===== src/hw/rtl/swm_pkg.sv =====
// ----------------------------------------------------------------------------
// swm_pkg
// Shared constants and types of the sliding window median filter.
// ----------------------------------------------------------------------------
package swm_pkg;

	// Default sizes
	localparam int SWM_MAX_WINDOW  = 5;
	localparam int SWM_SAMPLE_BITS = 16;

	// Window length register
	localparam int          LEN_REG_BITS = 3;
	localparam logic [2:0]  LEN_RESET    = 3'd5;

	// Flags handed from one cell to its right neighbor
	typedef struct packed {
		logic removed;   // the oldest entry sits in this cell or one to its left
		logic x_before;  // the new sample ranks before this cell's compacted entry
	} swm_link_t;

endpackage


===== src/hw/rtl/swm_if.sv =====
// ----------------------------------------------------------------------------
// swm_if
// Valid/ready stream interfaces for the sample and median channels.
// ----------------------------------------------------------------------------
interface swm_sample_if #(
	parameter int SAMPLE_BITS = 16
);
	logic                          valid;
	logic                          ready;
	logic signed [SAMPLE_BITS-1:0] sample;

	modport source (output valid, output sample, input ready);
	modport sink   (input valid, input sample, output ready);
endinterface

interface swm_median_if #(
	parameter int SAMPLE_BITS = 16
);
	logic                          valid;
	logic                          ready;
	logic signed [SAMPLE_BITS-1:0] median;

	modport source (output valid, output median, input ready);
	modport sink   (input valid, input median, output ready);
endinterface


===== src/hw/rtl/swm_cell.sv =====
// ----------------------------------------------------------------------------
// swm_cell
// One rank of the sorted window: holds a sample and its age, and on each
// transaction takes the entry that belongs at its rank after the oldest entry
// is dropped and the new sample is inserted.
// ----------------------------------------------------------------------------
module swm_cell #(
	parameter int SAMPLE_BITS = 16,
	parameter int AGE_BITS    = 3,
	parameter int CELL_INDEX  = 0
) (
	input  logic                          clk,
	input  logic                          arst_n,
	input  logic                          load,
	input  logic                          clear,
	input  logic                          active,
	input  logic                          last,
	input  logic [AGE_BITS-1:0]           len_m1,
	input  logic signed [SAMPLE_BITS-1:0] x,
	// compacted entry and flags of the left neighbor
	input  logic signed [SAMPLE_BITS-1:0] left_val,
	input  logic [AGE_BITS-1:0]           left_age,
	input  swm_pkg::swm_link_t            left_link,
	// stored entry of the right neighbor
	input  logic signed [SAMPLE_BITS-1:0] right_val,
	input  logic [AGE_BITS-1:0]           right_age,
	// to the neighbors
	output logic signed [SAMPLE_BITS-1:0] val_q,
	output logic [AGE_BITS-1:0]           age_q,
	output logic signed [SAMPLE_BITS-1:0] cmp_val,
	output logic [AGE_BITS-1:0]           cmp_age,
	output swm_pkg::swm_link_t            link,
	output logic signed [SAMPLE_BITS-1:0] next_val
);
	import swm_pkg::*;

	logic                oldest;
	logic [AGE_BITS-1:0] next_age;

	// Compact: once the oldest entry is at or left of here, pull from the right
	assign oldest       = active && (age_q == len_m1);
	assign link.removed = left_link.removed | oldest;
	assign cmp_val      = link.removed ? right_val : val_q;
	assign cmp_age      = link.removed ? right_age : age_q;
	assign link.x_before = last | (x < cmp_val);

	// Insert: keep own entry, take the new sample, or shift in from the left
	always_comb begin
		if (!link.x_before) begin
			next_val = cmp_val;
			next_age = cmp_age + 1'b1;
		end else if (!left_link.x_before) begin
			next_val = x;
			next_age = '0;
		end else begin
			next_val = left_val;
			next_age = left_age + 1'b1;
		end
	end

	// Entry register; clear puts zeros with distinct ages
	always_ff @(posedge clk or negedge arst_n) begin
		if (!arst_n) begin
			val_q <= '0;
			age_q <= AGE_BITS'(CELL_INDEX);
		end else if (clear) begin
			val_q <= '0;
			age_q <= AGE_BITS'(CELL_INDEX);
		end else if (load && active) begin
			val_q <= next_val;
			age_q <= next_age;
		end
	end

endmodule


===== src/hw/rtl/sliding_window_median.sv =====
// ----------------------------------------------------------------------------
// sliding_window_median
// Running median over the most recent samples, window length 1 to MAX_WINDOW.
// ----------------------------------------------------------------------------
// The block takes one sample per cycle and returns the median of the window
// in the cycle after the sample is taken; a stalled output holds the input off
// only while its single output register is full and not being drained. The
// window is a row of MAX_WINDOW cells kept in ascending order, each with the
// age of its sample; each transaction drops the oldest entry and inserts the new
// sample in all cells at once, so the flag that marks the dropped entry
// ripples across the row and sets the clock limit. The median is the entry at
// rank length/2 (upper middle for even lengths). Writing the window length
// clears the window to zeros; no item may be in flight during that write.
// ----------------------------------------------------------------------------
module sliding_window_median #(
	parameter int MAX_WINDOW  = swm_pkg::SWM_MAX_WINDOW,
	parameter int SAMPLE_BITS = swm_pkg::SWM_SAMPLE_BITS
) (
	input  logic                              clk,
	input  logic                              arst_n,
	input  logic                              cfg_we,
	input  logic [swm_pkg::LEN_REG_BITS-1:0]  cfg_wdata,
	swm_sample_if.sink                        samples,
	swm_median_if.source                      medians
);
	import swm_pkg::*;

	localparam int AGE_BITS = $clog2(MAX_WINDOW);
	localparam int LEN_BITS = $clog2(MAX_WINDOW + 1);
	localparam int CMP_BITS = (LEN_BITS > LEN_REG_BITS) ? LEN_BITS : LEN_REG_BITS;

	logic [LEN_REG_BITS-1:0]        len_q;
	logic [LEN_BITS-1:0]            eff_len;
	logic [AGE_BITS-1:0]            len_m1;
	logic [AGE_BITS-1:0]            half_idx;
	logic                           accept;
	logic                           out_valid_q;
	logic signed [SAMPLE_BITS-1:0]  median_q;

	logic signed [SAMPLE_BITS-1:0]  val_q    [MAX_WINDOW];
	logic [AGE_BITS-1:0]            age_q    [MAX_WINDOW];
	logic signed [SAMPLE_BITS-1:0]  cmp_val  [MAX_WINDOW];
	logic [AGE_BITS-1:0]            cmp_age  [MAX_WINDOW];
	logic signed [SAMPLE_BITS-1:0]  next_val [MAX_WINDOW];
	swm_link_t                      link     [MAX_WINDOW];
	logic [MAX_WINDOW-1:0]          active;
	logic [MAX_WINDOW-1:0]          last;
	logic [MAX_WINDOW-1:0]          oldest_vec;

	// Window length register
	always_ff @(posedge clk or negedge arst_n) begin
		if (!arst_n) begin
			len_q <= LEN_RESET;
		end else if (cfg_we) begin
			len_q <= cfg_wdata;
		end
	end

	// Effective length, saturated to 1..MAX_WINDOW
	always_comb begin
		if (len_q == '0) begin
			eff_len = LEN_BITS'(1);
		end else if (CMP_BITS'(len_q) > CMP_BITS'(MAX_WINDOW)) begin
			eff_len = LEN_BITS'(MAX_WINDOW);
		end else begin
			eff_len = LEN_BITS'(len_q);
		end
	end

	assign len_m1   = AGE_BITS'(eff_len - 1'b1);
	assign half_idx = AGE_BITS'(eff_len >> 1);

	// Handshake: output register is the only buffer
	assign samples.ready = !out_valid_q || medians.ready;
	assign accept        = samples.valid && samples.ready;

	// Cell row
	for (genvar i = 0; i < MAX_WINDOW; i++) begin : g_cell
		logic signed [SAMPLE_BITS-1:0] l_val;
		logic [AGE_BITS-1:0]           l_age;
		swm_link_t                     l_link;
		logic signed [SAMPLE_BITS-1:0] r_val;
		logic [AGE_BITS-1:0]           r_age;

		assign active[i]     = LEN_BITS'(i) < eff_len;
		assign last[i]       = LEN_BITS'(i) == (eff_len - 1'b1);
		assign oldest_vec[i] = active[i] && (age_q[i] == len_m1);

		if (i == 0) begin : g_left_edge
			assign l_val  = '0;
			assign l_age  = '0;
			assign l_link = '0;
		end else begin : g_left
			assign l_val  = cmp_val[i-1];
			assign l_age  = cmp_age[i-1];
			assign l_link = link[i-1];
		end

		if (i == MAX_WINDOW - 1) begin : g_right_edge
			assign r_val = '0;
			assign r_age = '0;
		end else begin : g_right
			assign r_val = val_q[i+1];
			assign r_age = age_q[i+1];
		end

		swm_cell #(
			.SAMPLE_BITS (SAMPLE_BITS),
			.AGE_BITS    (AGE_BITS),
			.CELL_INDEX  (i)
		) u_cell (
			.clk       (clk),
			.arst_n    (arst_n),
			.load      (accept),
			.clear     (cfg_we),
			.active    (active[i]),
			.last      (last[i]),
			.len_m1    (len_m1),
			.x         (samples.sample),
			.left_val  (l_val),
			.left_age  (l_age),
			.left_link (l_link),
			.right_val (r_val),
			.right_age (r_age),
			.val_q     (val_q[i]),
			.age_q     (age_q[i]),
			.cmp_val   (cmp_val[i]),
			.cmp_age   (cmp_age[i]),
			.link      (link[i]),
			.next_val  (next_val[i])
		);
	end

	// Output register: median is the updated entry at rank length/2
	always_ff @(posedge clk or negedge arst_n) begin
		if (!arst_n) begin
			out_valid_q <= 1'b0;
		end else if (accept) begin
			out_valid_q <= 1'b1;
		end else if (medians.ready) begin
			out_valid_q <= 1'b0;
		end
	end

	always_ff @(posedge clk) begin
		if (accept) begin
			median_q <= next_val[half_idx];
		end
	end

	assign medians.valid  = out_valid_q;
	assign medians.median = median_q;

	// Checks ---------------------------------------------------------------
	logic [MAX_WINDOW-1:0] sorted_ok;
	logic [MAX_WINDOW-1:0] zero_ok;

	for (genvar i = 0; i < MAX_WINDOW; i++) begin : g_chk
		if (i == MAX_WINDOW - 1) begin : g_end
			assign sorted_ok[i] = 1'b1;
		end else begin : g_pair
			assign sorted_ok[i] = !active[i+1] || (val_q[i] <= val_q[i+1]);
		end
		assign zero_ok[i] = !active[i] || (val_q[i] == '0);
	end

	// exactly one active cell holds the oldest sample
	a_one_oldest: assert property (@(posedge clk) disable iff (!arst_n)
		$onehot(oldest_vec))
		else $error("oldest entry not unique");

	// active cells stay in ascending order
	a_sorted: assert property (@(posedge clk) disable iff (!arst_n)
		&sorted_ok)
		else $error("window out of order");

	// a length write leaves an all-zero window
	a_cfg_clear: assert property (@(posedge clk) disable iff (!arst_n)
		cfg_we |=> &zero_ok)
		else $error("window not cleared after length write");

	// every taken sample produces a pending median
	a_result: assert property (@(posedge clk) disable iff (!arst_n)
		accept |=> out_valid_q)
		else $error("median missing after transaction");

endmodule

===== src/flat_wrapper.sv =====
// flat-port wrapper written by rule: the top's interface ports become plain ports
module sliding_window_median_flat import swm_pkg::*;
#(
	parameter int MAX_WINDOW  = swm_pkg::SWM_MAX_WINDOW,
	parameter int SAMPLE_BITS = swm_pkg::SWM_SAMPLE_BITS
)
  (clk, arst_n, cfg_we, cfg_wdata, samples_valid, samples_sample, samples_ready, medians_valid, medians_median, medians_ready);
  swm_sample_if #(.SAMPLE_BITS(SAMPLE_BITS)) samples_i ();
  swm_median_if #(.SAMPLE_BITS(SAMPLE_BITS)) medians_i ();
  input  logic clk;
  input  logic arst_n;
  input  logic cfg_we;
  input  logic [swm_pkg::LEN_REG_BITS-1:0] cfg_wdata;
  input wire logic [$bits(samples_i.valid)-1:0] samples_valid;
  input wire logic [$bits(samples_i.sample)-1:0] samples_sample;
  output wire logic [$bits(samples_i.ready)-1:0] samples_ready;
  output wire logic [$bits(medians_i.valid)-1:0] medians_valid;
  output wire logic [$bits(medians_i.median)-1:0] medians_median;
  input wire logic [$bits(medians_i.ready)-1:0] medians_ready;
  assign samples_i.valid = samples_valid;
  assign samples_i.sample = samples_sample;
  assign samples_ready = samples_i.ready;
  assign medians_valid = medians_i.valid;
  assign medians_median = medians_i.median;
  assign medians_i.ready = medians_ready;
  sliding_window_median #(.MAX_WINDOW(MAX_WINDOW), .SAMPLE_BITS(SAMPLE_BITS)) u_core (.clk(clk), .arst_n(arst_n), .cfg_we(cfg_we), .cfg_wdata(cfg_wdata), .samples(samples_i), .medians(medians_i));
endmodule

===== config.mk =====
export PLATFORM = sky130hd
export DESIGN_NAME = sliding_window_median_flat
export DESIGN_NICKNAME = d
export VERILOG_FILES = /design/src/hw/rtl/swm_pkg.sv /design/src/hw/rtl/swm_if.sv /design/src/hw/rtl/swm_cell.sv /design/src/hw/rtl/sliding_window_median.sv /design/src/flat_wrapper.sv
export SDC_FILE = /design/constraint.sdc
export NUM_CORES = 1
export LEC_CHECK = 0
export BUFFER_PORTS_ARGS = -buffer_cell sky130_fd_sc_hd__buf_2
export CORE_MARGIN = 8
export CORE_UTILIZATION = 60
export CTS_BUF_LIST = sky130_fd_sc_hd__clkbuf_16
export DETAILED_ROUTE_END_ITERATION = 10
export GPL_TIMING_DRIVEN = 0
export PLACE_DENSITY = 0.82
export SLEW_MARGIN = 20
export SYNTH_ARGS = -nofsm -noshare
export SYNTH_HDL_FRONTEND = slang
export SYNTH_SLANG_ARGS = --single-unit

===== constraint.sdc =====
create_clock -name clk -period 10.3 [get_ports clk]
set_clock_uncertainty 0.15 [all_clocks]
set_input_delay 2.06 -clock clk [delete_from_list [all_inputs] [get_ports clk]]
set_output_delay 2.06 -clock clk [all_outputs]
set_load 0.02 [all_outputs]

==> out/qor.json, run 1 <==
{
  "clock_pin_transition_on_the_worst_setup_and_hold_timing_paths": {"value": 0.05, "unit": "ns"},
  "cts_root_buf": {"value": "sky130_fd_sc_hd__clkbuf_16"},
  "worstPathMaxFanout": {"value": 10},
  "number_of_top_level_pins": {"value": 42},
  "final_cell_area": {"value": 0.0105, "unit": "sq mm"},
  "post-route-drc-count": {"value": 0},
  "postSynthAreaPerCell": {"value": 8.89, "unit": "sq um"},
  "post_cts_gate_resize_count": {"value": 0},
  "clock_sinks": {"value": 115},
  "start_kind": {"value": "flop"},
  "post_synth_instance_area": {"value": 0.00953, "unit": "sq mm"},
  "place_area": {"value": 0.0100, "unit": "sq mm"},
  "postRouteAntennaNets": {"value": 0},
  "drt-total-wl": {"value": 27.1, "unit": "mm"},
  "synth_cell_type_count": {"value": 74},
  "cts_buffers": {"value": 17},
  "synthCells": {"value": 1071},
  "worst_setup_path_end_kind": {"value": "flop"},
  "detail_route.iter0.violations": {"value": 890},
  "critical_path_required": {"value": 10.28, "unit": "ns"},
  "mappedNetlistNets": {"value": 1178},
  "h-tree-depth": {"value": 4},
  "first_global_vias": {"value": 8767},
  "crit_slowest_cell": {"value": "sky130_fd_sc_hd__dfstp_2"},
  "mostFrequentLayoutCell": {"value": "sky130_fd_sc_hd__nand2_1"},
  "synth-seq-cells": {"value": 115},
  "grt_start_max_net_pins": {"value": 79},
  "fraction_of_the_yosys_area_taken_by_sequential_cells": {"value": 0.311},
  "effective_utilization_at_floorplan": {"value": 0.606},
  "cts_hold_buffers": {"value": 0},
  "dieWidth": {"value": 142, "unit": "um"},
  "cts_setup_buffers": {"value": 0},
  "ys_dominant_reg_cell": {"value": "sky130_fd_sc_hd__dfrtp_1"},
  "final_hold_violation_count": {"value": 0},
  "final_critical_path_required_period": {"value": 7.44, "unit": "ns"},
  "fin_setup_tns": {"value": 0, "unit": "ns"},
  "port_buffers": {"value": 39},
  "drt-wirelength-per-cell": {"value": 19.9, "unit": "um"},
  "timing.final.setup_violations": {"value": 0},
  "die_height": {"value": 142, "unit": "um"},
  "worstMarginPinSlew": {"value": 0.998, "unit": "ns"},
  "max_freq": {"value": 0.134, "unit": "GHz"},
  "total_leakage_power": {"value": 4.82, "unit": "nW"},
  "avgViaCountPerCell": {"value": 6.42},
  "tritoncts": {"value": "yes"},
  "min_path_type": {"value": "flop to flop"},
  "hpwl": {"value": 20.6, "unit": "mm"},
  "routabilityCongestion": {"value": 0.938},
  "critical_path.max_stage_delay": {"value": 0.56, "unit": "ns"},
  "antenna_found_initial": {"value": 0},
  "grt_remaining_overflow": {"value": 0},
  "ys.warnings.count": {"value": 0},
  "core-area": {"value": 0.0157, "unit": "sq mm"},
  "layout_common_cells": {"value": "164 x sky130_fd_sc_hd__nand2_1, 92 x sky130_fd_sc_hd__dfrtp_1, 88 x sky130_fd_sc_hd__mux2i_1, 84 x sky130_fd_sc_hd__o21ai_0, 83 x sky130_fd_sc_hd__ha_1"},
  "synth-edff-count": {"value": 16},
  "die_area": {"value": 0.0202, "unit": "sq mm"},
  "drt_first_pass_iters": {"value": 7},
  "cellPowerDensity": {"value": 164, "unit": "mW/mm^2"},
  "grt_use_total": {"value": 0.278},
  "wire_length_of_the_first_global_routing_pass": {"value": 44.5, "unit": "mm"},
  "grt_setup_unrepaired": {"value": "false"},
  "dr_total_vias": {"value": 8716},
  "worst_slew_margin_relative_to_its_limit": {"value": 0.329},
  "arrival": {"value": 7.42, "unit": "ns"},
  "insertion_delay": {"value": 0.43, "unit": "ns"},
  "maxCapViolCount": {"value": 0},
  "final.period_utilization": {"value": 0.722},
  "finalMaxSlewViolations": {"value": 0},
  "area_growth": {"value": 10.4, "unit": "%"},
  "design.final.nets": {"value": 1237},
  "outcome": {"value": "finished, final reports clean"},
  "vdd_ir_drop_max": {"value": 0.137, "unit": "mV"},
  "critical-path-top-cell-by-count": {"value": "sky130_fd_sc_hd__buf_2"},
  "std_cell_rows": {"value": 46},
  "fraction_of_final_layout_cells_with_drive_strength_greater_than_1": {"value": 0.139},
  "synth_async_sr_flop_share": {"value": 0.861},
  "crit_type": {"value": "flop to flop"},
  "cts_max_path_buffers": {"value": 2}
}
==> synthesized netlist by cell type (12+ instances only) <==
cell,number,area (sq um)
sky130_fd_sc_hd__a21oi_1,55,275
sky130_fd_sc_hd__edfxtp_1,16,480
sky130_fd_sc_hd__a22oi_1,19,143
sky130_fd_sc_hd__clkbuf_1,40,150
sky130_fd_sc_hd__a22o_1,18,158
sky130_fd_sc_hd__mux2i_1,88,881
sky130_fd_sc_hd__a211o_1,18,158
sky130_fd_sc_hd__a21o_1,31,233
sky130_fd_sc_hd__buf_2,16,80.1
sky130_fd_sc_hd__a32oi_1,17,149
sky130_fd_sc_hd__nand2_1,164,616
sky130_fd_sc_hd__nor2_1,41,154
sky130_fd_sc_hd__ha_1,83,1040
sky130_fd_sc_hd__nand3_1,21,105
sky130_fd_sc_hd__inv_1,58,218
sky130_fd_sc_hd__nand4_1,13,81.3
sky130_fd_sc_hd__o21ai_0,84,420
sky130_fd_sc_hd__mux2_2,39,439
sky130_fd_sc_hd__dfrtp_1,92,2300
sky130_fd_sc_hd__nand2b_1,12,75.1
==> where the power goes <==
group,total (mW),switching [mW],internal [mW]
Sequential,0.523,0.0260,0.497
Clock,0.505,0.211,0.294
Combinational,0.698,0.429,0.269
==> worst max-delay path, delay by kind of cell, from the launching register on <==
kind            cells  cell delay, ns
xor+xnor            1            0.31
buf+inv             9            2.85
compound gates      9            1.86
fa+ha+maj           2            0.65
flops               1            0.56
simple gates        4            0.77
==> layout make-up <==
cell class / count / area (sq um)
Multi-Input combinational cell: 830 / 6020
Fill cell: 1317 / 5200
Sequential cell: 115 / 2970
Clock buffer: 17 / 425
Buffer: 67 / 317
Tap cell: 216 / 270
Timing Repair Buffer: 40 / 229
Inverter: 59 / 221
Clock inverter: 13 / 58.8
Antenna cell: 1 / 2.50
==> stage by stage <==
| stage | util | worst slack (ns) | hold slack (ns) | instances | total power [mW] |
|---|---|---|---|---|---|
| after floorplan | - | 4.53 | 0.302 | 1071 | 1.03 |
| after global placement | 0.636 | 3.21 | 0.331 | 1326 | 1.19 |
| after detailed placement | 0.638 | 3.08 | 0.336 | 1327 | 1.21 |
| after CTS | 0.669 | 3.04 | 0.345 | 1357 | 1.71 |
| after global routing | 0.669 | 2.36 | 0.375 | 1357 | 1.81 |
| final | 0.669 | 2.86 | 0.350 | 1358 | 1.73 |
==> state kept, by name, summed over array words and instances (netlist names) <==
register,cells
u_core.medians.median,16
u_core.len_q,3
u_core.medians.valid,1
u_core.g_cell.u_cell.age_q,15
u_core.g_cell.u_cell.val_q,80
==> worst paths after layout <==
check                                                              from                                       endpoint  slack (ns)  cells past startpoint
setup / recovery                            u_core.len_q[2]$_DFFE_PN1P_             u_core.medians.median[5]$_DFFE_PP_        2.86                     25
hold / removal             u_core.g_cell[2].u_cell.age_q[1]$_DFFE_PN1P_   u_core.g_cell[2].u_cell.age_q[1]$_DFFE_PN1P_        0.35                      2
setup reg to reg                            u_core.len_q[2]$_DFFE_PN1P_             u_core.medians.median[5]$_DFFE_PP_        2.86                     25
min in group asynchronous                                        arst_n  u_core.g_cell[0].u_cell.val_q[14]$_DFFE_PN0P_        1.33                      1
max in group asynchronous                                        arst_n   u_core.g_cell[1].u_cell.age_q[0]$_DFFE_PN1P_        7.95                      2
hold reg to reg            u_core.g_cell[2].u_cell.age_q[1]$_DFFE_PN1P_   u_core.g_cell[2].u_cell.age_q[1]$_DFFE_PN1P_        0.35                      2
==> layer usage <==
metal	up-vias	track usage	routed length, um
li1	4061	-	-
met1	4218	0.359	11700
met2	374	0.449	12700
met3	63	0.0590	1920
met4	0	0.104	674
met5	-	0	0
==> cell families after synthesis <==
group,after synthesis,share of synthesized area
xor gates and xnor gates,10,0.00919
AOI/OAI and AO/OA,310,0.227
muxes,128,0.140
and+or+nand+nor,299,0.147
buffers and inverters,126,0.0565
adders and majority gates,83,0.109
DFF,115,0.311
No activity file was read; power rests on OpenSTA's default activity.
==> run 2, diff against run 1 <==
==> constraint.sdc (replaced) <==
create_clock -name clk -period 7.1 [get_ports clk]
set_clock_uncertainty 0.15 [all_clocks]
set_input_delay 1.42 -clock clk [delete_from_list [all_inputs] [get_ports clk]]
set_output_delay 1.42 -clock clk [all_outputs]
set_load 0.02 [all_outputs]
==> out/qor.json, run 2 (same netlist as run 1, synthesis figures left out) <==
{
  "antenna_found_initial": {"value": 0, "change": "unchanged"},
  "critical-path-top-cell-by-count": {"value": "sky130_fd_sc_hd__buf_2"},
  "regToRegEndpoint": {"value": "u_core.medians.median[5]$_DFFE_PP_"},
  "timing.final.setup_violations": {"value": 0, "change": "unchanged"},
  "worstReg2RegStart": {"value": "u_core.len_q[2]$_DFFE_PN1P_"},
  "place_area": {"value": 0.0100, "unit": "sq mm", "change": "unchanged"},
  "critical-path-top-delay-family": {"value": "compound AO/OA/AOI/OAI gates"},
  "post_cts_gate_resize_count": {"value": 3, "change": "+3"},
  "timing.hold.worst_path_depth": {"value": 2, "change": "unchanged"},
  "clock_pin_transition_on_the_worst_setup_and_hold_timing_paths": {"value": 0.05, "unit": "ns", "change": "about the same"},
  "grt_setup_unrepaired": {"value": "false"},
  "design.final.nets": {"value": 1237, "change": "unchanged"},
  "die_area": {"value": 0.0202, "unit": "sq mm", "change": "unchanged"},
  "largest_register_ffs": {"value": 80, "change": "unchanged"},
  "cts_buffers": {"value": 17, "change": "unchanged"},
  "clock_sinks": {"value": 115, "change": "unchanged"},
  "post-route-drc-count": {"value": 0, "change": "unchanged"},
  "min_path_type": {"value": "flop to flop"},
  "fraction_of_final_layout_cells_with_drive_strength_greater_than_1": {"value": 0.148, "change": "+0.00876"},
  "postRouteAntennaNets": {"value": 0, "change": "unchanged"},
  "critical_path_required": {"value": 7.17, "unit": "ns", "change": "-3.11 ns"},
  "cts_hold_buffers": {"value": 0, "change": "unchanged"},
  "avgViaCountPerCell": {"value": 6.43, "change": "+0.26%"},
  "cts_max_path_buffers": {"value": 2, "change": "unchanged"},
  "hpwl": {"value": 20.6, "unit": "mm", "change": "unchanged"},
  "drt_first_pass_iters": {"value": 8, "change": "+1"},
  "effective_utilization_at_floorplan": {"value": 0.606, "change": "unchanged"},
  "grt_use_total": {"value": 0.278, "change": "-0.000360"},
  "area_growth": {"value": 10.6, "unit": "%"},
  "worst-r2r-cell-count": {"value": 21, "change": "-16%"},
  "crit_type": {"value": "flop to flop"},
  "arrival": {"value": 6.80, "unit": "ns", "change": "-0.62 ns"},
  "outcome": {"value": "finished, final reports clean"},
  "detail_route.iter0.violations": {"value": 808, "change": "-9.2%"},
  "vdd_ir_drop_max": {"value": 0.202, "unit": "mV", "change": "+48%"},
  "register_with_the_highest_flop_count": {"value": "u_core.g_cell.u_cell.val_q"},
  "insertion_delay": {"value": 0.44, "unit": "ns", "change": "about the same"},
  "core-area": {"value": 0.0157, "unit": "sq mm", "change": "unchanged"},
  "tritoncts": {"value": "yes"},
  "layout_common_cells": {"value": "164 x sky130_fd_sc_hd__nand2_1, 92 x sky130_fd_sc_hd__dfrtp_1, 87 x sky130_fd_sc_hd__mux2i_1, 84 x sky130_fd_sc_hd__o21ai_0, 83 x sky130_fd_sc_hd__ha_1"},
  "dieWidth": {"value": 142, "unit": "um", "change": "unchanged"},
  "wire_length_of_the_first_global_routing_pass": {"value": 44.4, "unit": "mm", "change": "-0.22%"},
  "worst_slew_margin_relative_to_its_limit": {"value": 0.391, "change": "+0.0614"},
  "worstMarginPinSlew": {"value": 0.914, "unit": "ns", "change": "-0.0836 ns"},
  "cellPowerDensity": {"value": 238, "unit": "mW/mm^2", "change": "+45%"},
  "worstSetupStartpoint": {"value": "u_core.len_q[2]$_DFFE_PN1P_"},
  "grt_remaining_overflow": {"value": 0, "change": "unchanged"},
  "drt-wirelength-per-cell": {"value": 19.9, "unit": "um", "change": "about the same"},
  "max_freq": {"value": 0.149, "unit": "GHz", "change": "+10%"},
  "layout.area.seq": {"value": 0.00297, "unit": "sq mm", "change": "unchanged"},
  "h-tree-depth": {"value": 4, "change": "unchanged"},
  "worst_setup_path_end_kind": {"value": "flop"},
  "std_cell_rows": {"value": 46, "change": "unchanged"},
  "die_height": {"value": 142, "unit": "um", "change": "unchanged"},
  "final.period_utilization": {"value": 0.948, "change": "+0.226"},
  "dr_total_vias": {"value": 8732, "change": "+0.18%"},
  "start_kind": {"value": "flop"},
  "drt-total-wl": {"value": 27.1, "unit": "mm", "change": "about the same"},
  "crit_slowest_cell": {"value": "sky130_fd_sc_hd__clkbuf_1"},
  "mostFrequentLayoutCell": {"value": "sky130_fd_sc_hd__nand2_1"},
  "port_buffers": {"value": 39, "change": "unchanged"},
  "cts_setup_buffers": {"value": 0, "change": "unchanged"},
  "critical_path.max_stage_delay": {"value": 0.60, "unit": "ns", "change": "+0.04 ns"},
  "first_global_vias": {"value": 8790, "change": "+0.26%"},
  "multi_input_area": {"value": 0.00604, "unit": "sq mm", "change": "+0.31%"},
  "total_leakage_power": {"value": 4.84, "unit": "nW", "change": "+0.30%"},
  "cts_root_buf": {"value": "sky130_fd_sc_hd__clkbuf_16"},
  "final_critical_path_required_period": {"value": 6.73, "unit": "ns", "change": "-0.703 ns"},
  "worst-path-buf-inv": {"value": 7, "change": "-2"},
  "maxCapViolCount": {"value": 0, "change": "unchanged"},
  "grt_start_max_net_pins": {"value": 79, "change": "unchanged"},
  "insertedDiodeCount": {"value": 0, "change": "-1"},
  "routabilityCongestion": {"value": 0.938, "change": "unchanged"},
  "crit_path_end": {"value": "u_core.medians.median[5]$_DFFE_PP_"},
  "finalMaxSlewViolations": {"value": 0, "change": "unchanged"},
  "cp.depth": {"value": 21, "change": "-16%"},
  "worstPathMaxFanout": {"value": 10, "change": "unchanged"},
  "finish.utilization": {"value": 0.670, "change": "+0.00143"},
  "final_cell_area": {"value": 0.0105, "unit": "sq mm", "change": "+0.22%"},
  "fillerInstances": {"value": 1317, "change": "unchanged"},
  "final_hold_violation_count": {"value": 0, "change": "unchanged"},
  "critical_path.cell_chain": {"value": "buf_2 > clkbuf_2 > nor2b_2 > ha_1 > buf_2 > o22ai_1 > a221o_1 > o21ai_2 > clkbuf_1 > mux2_2 > inv_1 > ha_1 > a21o_1 > a2111oi_0 > o21ai_0 > o21a_1 > buf_2 > nor3b_2 > buf_2 > a21oi_1 > a22oi_1"},
  "regToRegSetupSlack": {"value": 0.37, "unit": "ns", "change": "-2.50 ns"},
  "number_of_top_level_pins": {"value": 42, "change": "unchanged"}
}
run 2: metal layers:
metal / vias to the layer above / track usage / wire (um)
li1: 4070 / - / -
met1: 4254 / 0.357 / 11700
met2: 341 / 0.448 / 12700
met3: 67 / 0.0597 / 1840
met4: 0 / 0.106 / 732
met5: - / 0 / 0
run 2: area by class of cell:
type,instances,share of cell area
buffer,67,0.0306
clock buffer,17,0.0404
clock inverter,13,0.00558
inverter,59,0.0210
multi-input combinational,830,0.573
sequential,115,0.282
tap,216,0.0257
timing repair buffer,40,0.0217
run 2: power by group:
group	leakage (nW)	switching [mW]	total [mW]	internal, mW
sequential	1.49	0.0376	0.759	0.721
clock	0.264	0.308	0.735	0.427
combinational	3.08	0.623	1.02	0.393
total	4.84	0.969	2.51	1.54
run 2: per-stage QoR:
step	std cells	setup TNS, ns	total power [mW]	hold WS (ns)	worst slack (ns)
4_1_cts	1357	0	2.48	0.345	0.0196
3_3_place_gp	1326	0	1.72	0.331	0.0133
5_1_grt	1357	0	2.64	0.375	0.0527
3_5_place_dp	1327	-1.81	1.75	0.336	-0.120
6_report	1357	0	2.51	0.349	0.366
2_1_floorplan	1071	0	1.49	0.302	1.33
run 2: worst register-to-register path, stage by stage, from the launching register on:
cell	delay (ns)
sky130_fd_sc_hd__dfstp_2	0.56
sky130_fd_sc_hd__buf_2	0.22
sky130_fd_sc_hd__clkbuf_2	0.30
sky130_fd_sc_hd__nor2b_2	0.15
sky130_fd_sc_hd__ha_1	0.30
sky130_fd_sc_hd__buf_2	0.22
sky130_fd_sc_hd__o22ai_1	0.10
sky130_fd_sc_hd__a221o_1	0.34
sky130_fd_sc_hd__o21ai_2	0.44
sky130_fd_sc_hd__clkbuf_1	0.60
sky130_fd_sc_hd__mux2_2	0.45
sky130_fd_sc_hd__inv_1	0.06
sky130_fd_sc_hd__ha_1	0.23
sky130_fd_sc_hd__a21o_1	0.19
sky130_fd_sc_hd__a2111oi_0	0.39
sky130_fd_sc_hd__o21ai_0	0.18
sky130_fd_sc_hd__o21a_1	0.24
sky130_fd_sc_hd__buf_2	0.21
sky130_fd_sc_hd__nor3b_2	0.46
sky130_fd_sc_hd__buf_2	0.30
sky130_fd_sc_hd__a21oi_1	0.10
sky130_fd_sc_hd__a22oi_1	0.33
run 2: worst min path at each step:
stage | to | startpoint | slack (ns)
2_1_floorplan | u_core.g_cell[2].u_cell.age_q[1]$_DFFE_PN1P_ | u_core.g_cell[2].u_cell.age_q[1]$_DFFE_PN1P_ | 0.30
3_3_place_gp | u_core.g_cell[2].u_cell.age_q[1]$_DFFE_PN1P_ | u_core.g_cell[2].u_cell.age_q[1]$_DFFE_PN1P_ | 0.33
3_5_place_dp | u_core.g_cell[2].u_cell.age_q[1]$_DFFE_PN1P_ | u_core.g_cell[2].u_cell.age_q[1]$_DFFE_PN1P_ | 0.34
4_1_cts | u_core.g_cell[2].u_cell.age_q[1]$_DFFE_PN1P_ | u_core.g_cell[2].u_cell.age_q[1]$_DFFE_PN1P_ | 0.34
5_1_grt | u_core.g_cell[2].u_cell.age_q[1]$_DFFE_PN1P_ | u_core.g_cell[2].u_cell.age_q[1]$_DFFE_PN1P_ | 0.38
6_report | u_core.g_cell[2].u_cell.age_q[1]$_DFFE_PN1P_ | u_core.g_cell[2].u_cell.age_q[1]$_DFFE_PN1P_ | 0.35
==> run 3, diff against run 2 <==
--- a/config.mk
+++ b/config.mk
@@ -15,4 +15,5 @@
 export SLEW_MARGIN = 20
 export SYNTH_ARGS = -nofsm -noshare
 export SYNTH_HDL_FRONTEND = slang
+export SYNTH_HIERARCHICAL = 1
 export SYNTH_SLANG_ARGS = --single-unit
==> out/qor.json, run 3 <==
{
  "insertedDiodeCount": {"value": 0, "change": "unchanged"},
  "fin_setup_tns": {"value": 0, "unit": "ns", "change": "unchanged"},
  "post_synth_instance_area": {"value": 0.0110, "unit": "sq mm", "change": "+15%"},
  "vdd_ir_drop_max": {"value": 0.202, "unit": "mV", "change": "-0.13%"},
  "fillerInstances": {"value": 1308, "change": "-0.68%"},
  "dieWidth": {"value": 151, "unit": "um", "change": "+6.6%"},
  "maxCapViolCount": {"value": 0, "change": "unchanged"},
  "routabilityCongestion": {"value": 0.920, "change": "-2.0%"},
  "grt_use_total": {"value": 0.292, "change": "+0.0142"},
  "clock_pin_transition_on_the_worst_setup_and_hold_timing_paths": {"value": 0.06, "unit": "ns", "change": "about the same"},
  "max_freq": {"value": 0.144, "unit": "GHz", "change": "-2.9%"},
  "start_kind": {"value": "flop"},
  "tritoncts": {"value": "yes"},
  "cts_root_buf": {"value": "sky130_fd_sc_hd__clkbuf_16"},
  "design.final.nets": {"value": 1406, "change": "+14%"},
  "synthCells": {"value": 1142, "change": "+6.6%"},
  "final_critical_path_required_period": {"value": 6.94, "unit": "ns", "change": "+0.203 ns"},
  "outcome": {"value": "finished, final reports clean"},
  "postSynthAreaPerCell": {"value": 9.62, "unit": "sq um", "change": "+8.2%"},
  "h-tree-depth": {"value": 4, "change": "unchanged"},
  "post-route-drc-count": {"value": 0, "change": "unchanged"},
  "final.period_utilization": {"value": 0.977, "change": "+0.0286"},
  "drt_first_pass_iters": {"value": 5, "change": "-3"},
  "register_with_the_highest_flop_count": {"value": "u_core/g_cell.u_cell/val_q"},
  "insertion_delay": {"value": 0.43, "unit": "ns", "change": "about the same"},
  "final_hold_violation_count": {"value": 0, "change": "unchanged"},
  "arrival": {"value": 7.10, "unit": "ns", "change": "+0.30 ns"},
  "std_cell_rows": {"value": 49, "change": "+6.5%"},
  "critical-path-top-cell-by-count": {"value": "sky130_fd_sc_hd__buf_6"},
  "core-area": {"value": 0.0180, "unit": "sq mm", "change": "+14%"},
  "finalPower": {"value": 2.96, "unit": "mW", "change": "+18%"},
  "grt_remaining_overflow": {"value": 0, "change": "unchanged"},
  "hpwl": {"value": 24.8, "unit": "mm", "change": "+20%"},
  "worstPathMaxFanout": {"value": 10, "change": "unchanged"},
  "die_height": {"value": 151, "unit": "um", "change": "+6.6%"},
  "cts_max_path_buffers": {"value": 2, "change": "unchanged"},
  "total_leakage_power": {"value": 6.40, "unit": "nW", "change": "+32%"},
  "cts_buffers": {"value": 17, "change": "unchanged"},
  "number_of_top_level_pins": {"value": 42, "change": "unchanged"},
  "critical_path_required": {"value": 7.27, "unit": "ns", "change": "+0.10 ns"},
  "mostFrequentLayoutCell": {"value": "sky130_fd_sc_hd__mux2i_1"},
  "multi_input_area": {"value": 0.00760, "unit": "sq mm", "change": "+26%"},
  "crit_slowest_cell": {"value": "sky130_fd_sc_hd__dfstp_2"},
  "final_cell_area": {"value": 0.0129, "unit": "sq mm", "change": "+22%"},
  "layout_common_cells": {"value": "215 x sky130_fd_sc_hd__mux2i_1, 92 x sky130_fd_sc_hd__dfrtp_1, 90 x sky130_fd_sc_hd__ha_1, 89 x sky130_fd_sc_hd__inv_1, 60 x sky130_fd_sc_hd__nand2_1"},
  "avgViaCountPerCell": {"value": 6.56, "change": "+1.9%"},
  "port_buffers": {"value": 41, "change": "+5.1%"},
  "area_growth": {"value": 17.1, "unit": "%"},
  "critical_path.max_stage_delay": {"value": 0.61, "unit": "ns", "change": "about the same"},
  "worst_setup_path_end_kind": {"value": "flop"},
  "grt_start_max_net_pins": {"value": 55, "change": "-30%"},
  "wire_length_of_the_first_global_routing_pass": {"value": 52.1, "unit": "mm", "change": "+17%"},
  "min_path_type": {"value": "flop to flop"},
  "die_area": {"value": 0.0229, "unit": "sq mm", "change": "+14%"},
  "drt-total-wl": {"value": 33.8, "unit": "mm", "change": "+25%"},
  "finalMaxSlewViolations": {"value": 0, "change": "unchanged"},
  "dr_total_vias": {"value": 10058, "change": "+15%"},
  "clock_sinks": {"value": 115, "change": "unchanged"},
  "layout.area.seq": {"value": 0.00297, "unit": "sq mm", "change": "unchanged"},
  "cellPowerDensity": {"value": 230, "unit": "mW/mm^2", "change": "-3.5%"},
  "drt-wirelength-per-cell": {"value": 22.0, "unit": "um", "change": "+10%"},
  "ys.warnings.count": {"value": 6, "change": "+6"},
  "postRouteAntennaNets": {"value": 0, "change": "unchanged"},
  "effective_utilization_at_floorplan": {"value": 0.612, "change": "+0.00539"},
  "largest_register_ffs": {"value": 80, "change": "unchanged"},
  "cts_hold_buffers": {"value": 0, "change": "unchanged"},
  "worst_slew_margin_relative_to_its_limit": {"value": 0.265, "change": "-0.126"},
  "detail_route.iter0.violations": {"value": 1210, "change": "+50%"},
  "crit_type": {"value": "flop to flop"},
  "first_global_vias": {"value": 10036, "change": "+14%"},
  "timing.final.setup_violations": {"value": 0, "change": "unchanged"},
  "place_area": {"value": 0.0118, "unit": "sq mm", "change": "+17%"},
  "antenna_found_initial": {"value": 1, "change": "+1"},
  "worstMarginPinSlew": {"value": 1.09, "unit": "ns", "change": "+0.179 ns"},
  "fraction_of_final_layout_cells_with_drive_strength_greater_than_1": {"value": 0.184, "change": "+0.0358"}
}
## run 3: changes by cell type in the layout (fill, tap and decap cells not counted), moves of 16 or more
| cell | change |
|---|---|
| sky130_fd_sc_hd__nand3_1 | +19 |
| sky130_fd_sc_hd__nand2_1 | -104 |
| sky130_fd_sc_hd__a21o_1 | -22 |
| sky130_fd_sc_hd__inv_1 | +27 |
| sky130_fd_sc_hd__clkbuf_1 | -16 |
| sky130_fd_sc_hd__or4_1 | +18 |
| sky130_fd_sc_hd__o21ai_0 | -38 |
| sky130_fd_sc_hd__conb_1 | +52 |
| sky130_fd_sc_hd__buf_4 | +45 |
| sky130_fd_sc_hd__mux2i_1 | +128 |
| sky130_fd_sc_hd__mux2_2 | -19 |
## run 3: report_power, final
group / total, mW / switching [mW] / internal [mW]
combinational: 1.34 / 0.753 / 0.589
clock: 0.842 / 0.315 / 0.527
sequential: 0.773 / 0.0461 / 0.727
total: 2.96 / 1.11 / 1.84
## run 3: per-stage QoR
step / utilization / cells / hold slack (ns) / setup slack, ns
6_report: 0.716 / 1534 / 0.349 / 0.163
5_1_grt: 0.716 / 1534 / 0.358 / -0.0962
4_1_cts: 0.695 / 1503 / 0.345 / 0.00178
3_5_place_dp: 0.654 / 1463 / 0.333 / -1.56
3_3_place_gp: 0.652 / 1462 / 0.335 / -1.34
2_1_floorplan: - / 1192 / 0.307 / 0.0307
## run 3: area by class of cell
type                            count  share of cell area
Multi-Input combinational cell    922               0.591
Sequential cell                   115               0.231
Timing Repair Buffer               84              0.0458
Buffer                             64              0.0398
Clock buffer                       18              0.0350
Inverter                           88              0.0260
Tap cell                          229              0.0223
Clock inverter                     14             0.00934
## run 3: critical path: cells and delay by family, from the launching register on
family,cells,cell delay [ns]
mux,3,0.59
xor+xnor,2,0.39
simple gates,3,0.53
fa+ha+maj,2,0.63
compound gates,8,1.85
buf+inv,14,2.05
flops,1,0.61
## run 3: worst paths after layout
path / to / depth (start not counted) / from / slack, ns
min in group asynchronous: u_core/g_cell[4].u_cell/val_q[6]$_DFFE_PN0P_ / 1 / arst_n / 0.78
worst min-delay path: u_core/g_cell[3].u_cell/age_q[1]$_DFFE_PN1P_ / 2 / u_core/g_cell[3].u_cell/age_q[1]$_DFFE_PN1P_ / 0.35
worst max register to register: u_core/g_cell[4].u_cell/val_q[8]$_DFFE_PN0P_ / 32 / u_core/len_q[2]$_DFFE_PN1P_ / 0.16
worst min register to register: u_core/g_cell[3].u_cell/age_q[1]$_DFFE_PN1P_ / 2 / u_core/g_cell[3].u_cell/age_q[1]$_DFFE_PN1P_ / 0.35
worst max-delay path: u_core/g_cell[4].u_cell/val_q[8]$_DFFE_PN0P_ / 32 / u_core/len_q[2]$_DFFE_PN1P_ / 0.16
max in group asynchronous: u_core/g_cell[1].u_cell/age_q[0]$_DFFE_PN1P_ / 2 / arst_n / 5.31
## run 3: per-layer routing
metal / GRT usage / vias up / share of wire
li1: - / 4608 / -
met1: 0.385 / 4845 / 0.42
met2: 0.457 / 539 / 0.46
met3: 0.0669 / 64 / 0.096
met4: 0.111 / 2 / 0.021
met5: 0 / - / 0.00024
## run 3: repair_timing
item / in CTS / in global routing
cloned: 0 / 2
buffers inserted: 9 / 31
pin swaps: 3 / 4
endpoints found under the setup margin: 85 / 70
gates resized for setup: 18 / 27
